$ cat config.mk
export PLATFORM = sky130hd
export DESIGN_NAME = pixel_frame_format_convert
export DESIGN_NICKNAME = d
export VERILOG_FILES = /design/src/rtl/pffc_pkg.sv /design/src/rtl/pffc_convert.sv /design/src/rtl/pixel_frame_format_convert.sv
export SDC_FILE = /design/constraint.sdc
export NUM_CORES = 2
export LEC_CHECK = 0
export ABC_AREA = 1
export BUFFER_PORTS_ARGS = -buffer_cell sky130_fd_sc_hd__buf_4
export CAP_MARGIN = 40
export CORE_UTILIZATION = 35
export CTS_BUF_LIST = sky130_fd_sc_hd__clkbuf_16
export CTS_CLUSTER_DIAMETER = 120
export DETAILED_ROUTE_END_ITERATION = 16
export PLACE_DENSITY = 0.6
export SLEW_MARGIN = 20
export SYNTH_ARGS = -nofsm -noshare
export SYNTH_HDL_FRONTEND = slang
export SYNTH_SLANG_ARGS = --single-unit
$ cat constraint.sdc
create_clock -name clk -period 28.5 [get_ports clk]
set_clock_uncertainty 0.15 [all_clocks]
set_input_delay 5.7 -clock clk [delete_from_list [all_inputs] [get_ports clk]]
set_output_delay 5.7 -clock clk [all_outputs]
set_load 0.01 [all_outputs]
$ cat src/rtl/pffc_pkg.sv
`timescale 1ns / 1ps

package pffc_pkg;

	localparam int PIX_W       = 64;
	localparam int DIM_REG_W   = 15;
	localparam int PB_W        = 4;
	localparam int LB_W        = 18;
	localparam int OFF_W       = 31;
	localparam int CFG_IDX_W   = 3;
	localparam int CFG_DATA_W  = 18;
	localparam int MAX_DIM_DEF = 16384;

	typedef enum logic [CFG_IDX_W-1:0] {
		REG_SRC_WIDTH  = 3'd0,
		REG_SRC_HEIGHT = 3'd1,
		REG_DST_WIDTH  = 3'd2,
		REG_DST_HEIGHT = 3'd3,
		REG_SRC_PB     = 3'd4,
		REG_DST_PB     = 3'd5,
		REG_SRC_LB     = 3'd6,
		REG_DST_LB     = 3'd7
	} reg_idx_t;

	// Byte select code: 0 to 7 pick an input byte, SEL_Z and SEL_F force zero and all ones.
	typedef logic [3:0] byte_sel_t;
	localparam byte_sel_t SEL_Z = 4'd8;
	localparam byte_sel_t SEL_F = 4'd9;

	typedef struct packed {
		logic       ok;
		logic [1:0] idx;
	} size_sel_t;

	// Indexed by destination size, then source size, in the order 3, 4, 6, 8 bytes.
	localparam byte_sel_t CONV_MAP [4][4][8] = '{
		'{
			'{4'd0, 4'd1, 4'd2, SEL_Z, SEL_Z, SEL_Z, SEL_Z, SEL_Z},
			'{4'd1, 4'd2, 4'd3, SEL_Z, SEL_Z, SEL_Z, SEL_Z, SEL_Z},
			'{4'd0, 4'd2, 4'd4, SEL_Z, SEL_Z, SEL_Z, SEL_Z, SEL_Z},
			'{4'd2, 4'd4, 4'd6, SEL_Z, SEL_Z, SEL_Z, SEL_Z, SEL_Z}
		},
		'{
			'{SEL_F, 4'd0, 4'd1, 4'd2, SEL_Z, SEL_Z, SEL_Z, SEL_Z},
			'{4'd0, 4'd1, 4'd2, 4'd3, SEL_Z, SEL_Z, SEL_Z, SEL_Z},
			'{SEL_F, 4'd0, 4'd2, 4'd4, SEL_Z, SEL_Z, SEL_Z, SEL_Z},
			'{4'd0, 4'd2, 4'd4, 4'd6, SEL_Z, SEL_Z, SEL_Z, SEL_Z}
		},
		'{
			'{4'd0, SEL_Z, 4'd1, SEL_Z, 4'd2, SEL_Z, SEL_Z, SEL_Z},
			'{4'd1, SEL_Z, 4'd2, SEL_Z, 4'd3, SEL_Z, SEL_Z, SEL_Z},
			'{4'd0, 4'd1, 4'd2, 4'd3, 4'd4, 4'd5, SEL_Z, SEL_Z},
			'{4'd2, 4'd3, 4'd4, 4'd5, 4'd6, 4'd7, SEL_Z, SEL_Z}
		},
		'{
			'{SEL_F, SEL_F, 4'd0, SEL_Z, 4'd1, SEL_Z, 4'd2, SEL_Z},
			'{4'd0, SEL_Z, 4'd1, SEL_Z, 4'd2, SEL_Z, 4'd3, SEL_Z},
			'{SEL_F, SEL_F, 4'd0, 4'd1, 4'd2, 4'd3, 4'd4, 4'd5},
			'{4'd0, 4'd1, 4'd2, 4'd3, 4'd4, 4'd5, 4'd6, 4'd7}
		}
	};

	function automatic size_sel_t size_index(input logic [PB_W-1:0] b);
		size_sel_t r;
		case (b)
			4'd3: r = '{ok: 1'b1, idx: 2'd0};
			4'd4: r = '{ok: 1'b1, idx: 2'd1};
			4'd6: r = '{ok: 1'b1, idx: 2'd2};
			4'd8: r = '{ok: 1'b1, idx: 2'd3};
			default: r = '{ok: 1'b0, idx: 2'd0};
		endcase
		return r;
	endfunction

endpackage

$ cat src/rtl/pffc_convert.sv
`timescale 1ns / 1ps

module pffc_convert import pffc_pkg::*; (
	input  logic [PIX_W-1:0] src_pixel,
	input  logic [PB_W-1:0]  src_pixel_bytes,
	input  logic [PB_W-1:0]  dst_pixel_bytes,
	output logic [PIX_W-1:0] dst_pixel
);

	size_sel_t si;
	size_sel_t di;
	byte_sel_t sel;

	always_comb begin
		si = size_index(src_pixel_bytes);
		di = size_index(dst_pixel_bytes);
		dst_pixel = '0;
		sel = SEL_Z;
		for (int k = 0; k < 8; k++) begin
			sel = CONV_MAP[di.idx][si.idx][k];
			case (sel)
				SEL_Z: dst_pixel[8*k +: 8] = 8'h00;
				SEL_F: dst_pixel[8*k +: 8] = 8'hFF;
				default: dst_pixel[8*k +: 8] = src_pixel[8*sel[2:0] +: 8];
			endcase
		end
		if (!si.ok || !di.ok) begin
			dst_pixel = '0;
		end
	end

endmodule

$ cat src/rtl/pixel_frame_format_convert.sv
`timescale 1ns / 1ps

// Converts one destination pixel per clock between 3, 4, 6 and 8 byte layouts while
// walking the destination raster in row order, centering it on the source image and
// giving zero pixels outside the source; each result also carries the source and
// destination byte offsets and an end-of-frame mark. A beat goes through four
// register stages (position, conversion, offset products, offset sums), and a new beat
// is taken every cycle for as long as results are taken; the offset multipliers set
// the depth. The user must write the registers through the configuration port only
// while no beat is in flight; the block itself does not enforce this.
module pixel_frame_format_convert import pffc_pkg::*; #(
	parameter int MAX_DIM = MAX_DIM_DEF
) (
	input  logic                  clk,
	input  logic                  arst_n,
	input  logic                  cfg_we,
	input  logic [CFG_IDX_W-1:0]  cfg_index,
	input  logic [CFG_DATA_W-1:0] cfg_data,
	input  logic                  in_valid,
	output logic                  in_stall,
	input  logic [PIX_W-1:0]      src_pixel,
	output logic                  out_valid,
	input  logic                  out_stall,
	output logic [PIX_W-1:0]      dst_pixel,
	output logic                  inside_res,
	output logic [OFF_W-1:0]      src_offset,
	output logic [OFF_W-1:0]      dst_offset,
	output logic                  end_of_frame
);

	localparam int CW   = $clog2(MAX_DIM);
	localparam int DIMW = CW + 1;

	logic [DIM_REG_W-1:0] src_width_q, src_height_q, dst_width_q, dst_height_q;
	logic [PB_W-1:0]      src_pb_q, dst_pb_q;
	logic [LB_W-1:0]      src_lb_q, dst_lb_q;
	logic [CW-1:0]        col_q, row_q;

	logic [DIMW-1:0]      sw, sh, dw, dh;
	logic signed [DIMW:0] half_x, half_y, sx, sy;
	logic                 last_col, last_row, in_sx, in_sy;
	logic                 en1, en2, en3, en4;

	logic                 valid_s1, valid_s2, valid_s3, valid_s4;
	logic [PIX_W-1:0]     pix_s1, pix_s2, pix_s3, pix_s4;
	logic [CW-1:0]        x_s1, y_s1, x_s2, y_s2, sx_s2, sy_s2;
	logic                 eof_s1, eof_s2, eof_s3, eof_s4;
	logic                 inside_s2, inside_s3, inside_s4;
	logic [OFF_W-1:0]     sprod_y_s3, sprod_x_s3, dprod_y_s3, dprod_x_s3;
	logic [OFF_W-1:0]     soff_s4, doff_s4;
	logic [PIX_W-1:0]     conv_pix;

	function automatic logic [DIMW-1:0] eff_dim(input logic [DIM_REG_W-1:0] v);
		logic [DIMW-1:0] r;
		if (v == '0) begin
			r = DIMW'(1);
		end else if (int'(v) > MAX_DIM) begin
			r = DIMW'(MAX_DIM);
		end else begin
			r = DIMW'(v);
		end
		return r;
	endfunction

	function automatic logic signed [DIMW:0] half_diff(input logic [DIMW-1:0] s,
			input logic [DIMW-1:0] d);
		logic signed [DIMW:0] diff;
		diff = $signed({1'b0, s}) - $signed({1'b0, d});
		// Round toward zero: bias negative values by one before the shift.
		return (diff + $signed({{DIMW{1'b0}}, diff[DIMW]})) >>> 1;
	endfunction

	always_ff @(posedge clk or negedge arst_n) begin
		if (!arst_n) begin
			src_width_q  <= DIM_REG_W'(1);
			src_height_q <= DIM_REG_W'(1);
			dst_width_q  <= DIM_REG_W'(1);
			dst_height_q <= DIM_REG_W'(1);
			src_pb_q     <= PB_W'(3);
			dst_pb_q     <= PB_W'(3);
			src_lb_q     <= LB_W'(3);
			dst_lb_q     <= LB_W'(3);
		end else if (cfg_we) begin
			case (reg_idx_t'(cfg_index))
				REG_SRC_WIDTH:  src_width_q  <= cfg_data[DIM_REG_W-1:0];
				REG_SRC_HEIGHT: src_height_q <= cfg_data[DIM_REG_W-1:0];
				REG_DST_WIDTH:  dst_width_q  <= cfg_data[DIM_REG_W-1:0];
				REG_DST_HEIGHT: dst_height_q <= cfg_data[DIM_REG_W-1:0];
				REG_SRC_PB:     src_pb_q     <= cfg_data[PB_W-1:0];
				REG_DST_PB:     dst_pb_q     <= cfg_data[PB_W-1:0];
				REG_SRC_LB:     src_lb_q     <= cfg_data[LB_W-1:0];
				REG_DST_LB:     dst_lb_q     <= cfg_data[LB_W-1:0];
				default: ;
			endcase
		end
	end

	always_comb begin
		sw = eff_dim(src_width_q);
		sh = eff_dim(src_height_q);
		dw = eff_dim(dst_width_q);
		dh = eff_dim(dst_height_q);
		half_x = half_diff(sw, dw);
		half_y = half_diff(sh, dh);
		last_col = (DIMW'(col_q) + DIMW'(1)) >= dw;
		last_row = (DIMW'(row_q) + DIMW'(1)) >= dh;
		sx = $signed({2'b00, x_s1}) + half_x;
		sy = $signed({2'b00, y_s1}) + half_y;
		in_sx = !sx[DIMW] && (sx[DIMW-1:0] < sw);
		in_sy = !sy[DIMW] && (sy[DIMW-1:0] < sh);
	end

	assign en4 = !valid_s4 || !out_stall;
	assign en3 = !valid_s3 || en4;
	assign en2 = !valid_s2 || en3;
	assign en1 = !valid_s1 || en2;
	assign in_stall = !en1;

	always_ff @(posedge clk or negedge arst_n) begin
		if (!arst_n) begin
			col_q    <= '0;
			row_q    <= '0;
			valid_s1 <= 1'b0;
			valid_s2 <= 1'b0;
			valid_s3 <= 1'b0;
			valid_s4 <= 1'b0;
		end else begin
			if (in_valid && en1) begin
				if (last_col) begin
					col_q <= '0;
					row_q <= last_row ? '0 : row_q + CW'(1);
				end else begin
					col_q <= col_q + CW'(1);
				end
			end
			if (en1) begin
				valid_s1 <= in_valid;
			end
			if (en2) begin
				valid_s2 <= valid_s1;
			end
			if (en3) begin
				valid_s3 <= valid_s2;
			end
			if (en4) begin
				valid_s4 <= valid_s3;
			end
		end
	end

	pffc_convert u_convert (
		.src_pixel       (pix_s1),
		.src_pixel_bytes (src_pb_q),
		.dst_pixel_bytes (dst_pb_q),
		.dst_pixel       (conv_pix)
	);

	always_ff @(posedge clk) begin
		if (en1) begin
			pix_s1 <= src_pixel;
			x_s1   <= col_q;
			y_s1   <= row_q;
			eof_s1 <= last_col && last_row;
		end
		if (en2) begin
			inside_s2 <= in_sx && in_sy;
			pix_s2    <= (in_sx && in_sy) ? conv_pix : '0;
			sx_s2     <= (in_sx && in_sy) ? sx[CW-1:0] : '0;
			sy_s2     <= (in_sx && in_sy) ? sy[CW-1:0] : '0;
			x_s2      <= x_s1;
			y_s2      <= y_s1;
			eof_s2    <= eof_s1;
		end
		if (en3) begin
			sprod_y_s3 <= OFF_W'(sy_s2) * OFF_W'(src_lb_q);
			sprod_x_s3 <= OFF_W'(sx_s2) * OFF_W'(src_pb_q);
			dprod_y_s3 <= OFF_W'(y_s2) * OFF_W'(dst_lb_q);
			dprod_x_s3 <= OFF_W'(x_s2) * OFF_W'(dst_pb_q);
			pix_s3     <= pix_s2;
			inside_s3  <= inside_s2;
			eof_s3     <= eof_s2;
		end
		if (en4) begin
			soff_s4   <= sprod_y_s3 + sprod_x_s3;
			doff_s4   <= dprod_y_s3 + dprod_x_s3;
			pix_s4    <= pix_s3;
			inside_s4 <= inside_s3;
			eof_s4    <= eof_s3;
		end
	end

	assign out_valid    = valid_s4;
	assign dst_pixel    = pix_s4;
	assign inside_res   = inside_s4;
	assign src_offset   = soff_s4;
	assign dst_offset   = doff_s4;
	assign end_of_frame = eof_s4;

endmodule

==> metrics.md <==
| Metric | Value |
|---|---|
| Outcome | `completed` |
| Mapped Area | `0.0527 mm^2` |
| Share of cells above drive strength 1 | `7.91%` |
| Area of the multi-input gates | `0.0290 mm^2` |
| Total CTS buffers | `76` |
| GRT Util Overall | `19.4%` |
| Crit end category | `output port` |
| Setup crit start kind | `primary input` |
| # IOs | `220` |
| First-pass GRT wire length | `229000 um` |
| Routed vias | `40600` |
| Total core area | `0.150 mm^2` |
| Final WL | `148000 um` |
| FMAX | `0.0718 GHz` |
| Sequential Area | `0.0186 mm^2` |
| NumNets Final | `7031` |
| Vias in the first global route | `40000` |
| Starting Density | `35.2%` |
| Clk pin slew, worst setup/hold paths | `0.06 ns` |
| Synth area leaders | `edfxtp_1 29%, fa_1 16%, nand2_1 11%` |
| Die W | `390 um` |
| Gpl congestion | `0.969` |
| PortBufs | `219` |
| CTS H-tree depth | `3` |
| Post-route insts no fill | `8197` |
| CTS Hold Bufs | `0` |
| Residual DRC | `0` |
| CTS tree | `yes` |
| Global routing's busiest layer | `met2` |
| FP Rows | `142` |
| Final ANT Viol Nets | `0` |
| Post-synth ARST share | `21.2%` |
| Crit path kind | `primary input to output port` |
| Max Slew Vio Count | `0` |
| Worst-margin pin slew | `0.907 ns` |
| Ys flop type | `edfxtp_1` |
| Die Ht | `390 um` |
| Clk sink count | `643` |
| Post-DR wirelength/cell | `18.1 um` |
| Crit path DAT | `8.07 ns` |
| Max-Cap Viols | `0` |
| Final setup TNS | `0 ns` |
| R2r setup slk | `20.55 ns` |
| GR Util met3 | `3.06%` |
| Clock Tree Root | `clkbuf_16` |
| EDFF count, synth | `507` |
| # Post-CTS Setup Buffers | `0` |
| Count of final setup violators | `0` |
| Yosys cell types | `67` |
| Post-Syn Nets | `6898` |
| Mean post-synth cell area | `8.81 um^2` |
| Max FO, Critical Path | `49` |
| Area growth, synth to finish | `11.7%` |
| Die area | `0.152 mm^2` |
| Worst slew margin | `39.6%` |
| RSZ-0062 raised after global routing | `false` |
| DP Cell Count | `8051` |
| Seq/Total Area, Yosys | `35.4%` |
| Hold Crit Class | `flop to flop` |
| Fillers | `15000` |
| Initial DRC Count | `3934` |
| Yosys reg bits | `643` |
| Hpwl dp | `115000 um` |
| Yosys top cell area share | `28.9%` |
| Worst path required time | `22.65 ns` |
| Met2 usage | `30.7%` |
| Initial antenna violation count | `13` |
| Final min period | `13.92 ns` |
| Vias per inst | `4.95` |
| Drt first pass iters | `6` |
| Clock Latency Late Sink | `0.68 ns` |
| Met1 Use GR | `27.7%` |
| Post-Syn Instances | `5985` |
| GRT Residual Overflow | `0` |
| Synthesis Warnings | `0` |
| Clock Path Buffers | `3` |
| Largest net degree at the start of global routing | `73` |
| Period utilization | `48.9%` |
| Final hold vios | `0` |
| Yosys top cell by area | `edfxtp_1` |
| Post_cts resized | `0` |
## Yosys cell counts, types with 5 or more instances
cell	n
o21ai_1	10
xor2_1	139
a22oi_1	6
a21boi_0	7
o211ai_1	57
buf_4	11
and2_1	5
o2111ai_1	11
inv_2	17
xnor2_1	70
a31oi_1	15
clkbuf_1	137
inv_1	1110
a211oi_1	6
nand4_1	48
o21ai_0	333
nor2_1	315
nor2_4	17
nand3_2	5
a21o_1	15
fa_1	430
buf_1	12
ha_1	393
buf_6	9
nor2_2	9
a21oi_1	315
nand3b_1	9
buf_2	28
o21bai_1	8
nand2_1	1494
nand2_2	23
nor4_1	17
o221ai_1	13
mux2_2	6
edfxtp_1	507
o22ai_1	11
nor3_1	27
dfrtp_1	124
nand3_1	155
dfstp_2	12
## layout by cell type, fill, tap and decap left out, drive strengths merged, types with 4 or more instances in the layout
master,instances
nand2,1520
nand3,161
xnor2,70
edfxtp,507
bufinv,4
or2,6
a21o,15
a22oi,6
mux2,6
buf,253
o2111ai,11
nor3,27
a21oi,317
nand4,53
nand3b,9
a31oi,15
nor2,342
a21boi,7
o21bai,8
fa,430
ha,393
and2,5
dfrtp,124
clkbuf,79
dfstp,12
a211oi,6
nor4,17
xor2,139
a31o,4
clkinv,33
o22ai,12
inv,1152
o211ai,57
o21ai,345
o221ai,13
## final timing paths
check | to | from | cells after the start
min in group asynchronous | out_valid$_DFFE_PN0P_ | arst_n | 1
setup / recovery | in_stall | out_stall | 8
max in group asynchronous | dst_lb_q[0]$_DFFE_PN1P_ | arst_n | 3
hold / removal | dst_pixel[2]$_DFFE_PP_ | pix_s3[2]$_DFFE_PP_ | 0
setup reg to reg | sy_s2[2]$_SDFFCE_PP0P_ | dst_width_q[4]$_DFFE_PN0P_ | 40
hold reg to reg | dst_pixel[2]$_DFFE_PP_ | pix_s3[2]$_DFFE_PP_ | 0
## worst max-delay path, cell delays in order
cell and delay [ns]:
buf_4 0.09, nand2_4 0.34, nor2_1 0.36, clkinv_4 0.33, nor2_1 0.30, inv_4 0.29
nor2_1 0.41, buf_4 0.22
## layout make-up
| cell class | instances | share of cell area [%] |
|---|---|---|
| timing repair buffer | 253 | 3.46 |
| clock inverter | 61 | 0.839 |
| inverter | 1130 | 7.23 |
| antenna | 1 | 0.00425 |
| sequential | 643 | 31.7 |
| clock buffer | 79 | 3.36 |
| multi-input combinational | 4014 | 49.2 |
| tap | 2016 | 4.28 |
## flip-flops by register name, summed over array words and instances, names as in the netlist, 15 cells and up
name          flops
pix_s2           64
src_width_q      15
src_offset       31
dprod_y_s3       31
dst_width_q      15
src_height_q     15
pix_s3           64
src_lb_q         18
dst_lb_q         18
dst_pixel        64
sprod_x_s3       18
dst_offset       31
dprod_x_s3       18
dst_height_q     15
pix_s1           64
sprod_y_s3       31
## cell families (layout without fill, tap and decap cells)
logic type | after synthesis | after routing | share of synthesized area [%]
compound gates | 831 | 831 | 8.82
buf+inv | 1328 | 1523 | 9.77
flops | 643 | 643 | 35.4
fa+ha+maj | 823 | 823 | 25.7
simple gates | 2145 | 2145 | 16.8
other cells | 0 | 1 | 0
mux | 6 | 6 | 0.128
xor+xnor | 209 | 209 | 3.47
## per-stage QoR
stage | cell area (um^2) | worst slack [ns] | utilization (%) | hold slack (ns)
2_1_floorplan | 52700 | 7.89 | - | 0.250
3_3_place_gp | 56200 | 14.52 | 37.5 | 0.253
3_5_place_dp | 56300 | 14.45 | 37.7 | 0.255
4_1_cts | 58800 | 14.45 | 39.3 | 0.266
5_1_grt | 58900 | 14.30 | 39.4 | 0.273
6_report | 58900 | 14.58 | 39.4 | 0.261
## routing by layer
| layer | vias up | share of wire [%] |
|---|---|---|
| met3 | 214 | 7.3 |
| met2 | 1404 | 45 |
| met4 | 0 | 2.1 |
| li1 | 19300 | - |
| met5 | - | 0 |
| met1 | 19600 | 46 |
Power is left out: the tool's default activity adds up to more than one toggle a clock period on the data nets, which glitch-free logic cannot reach.
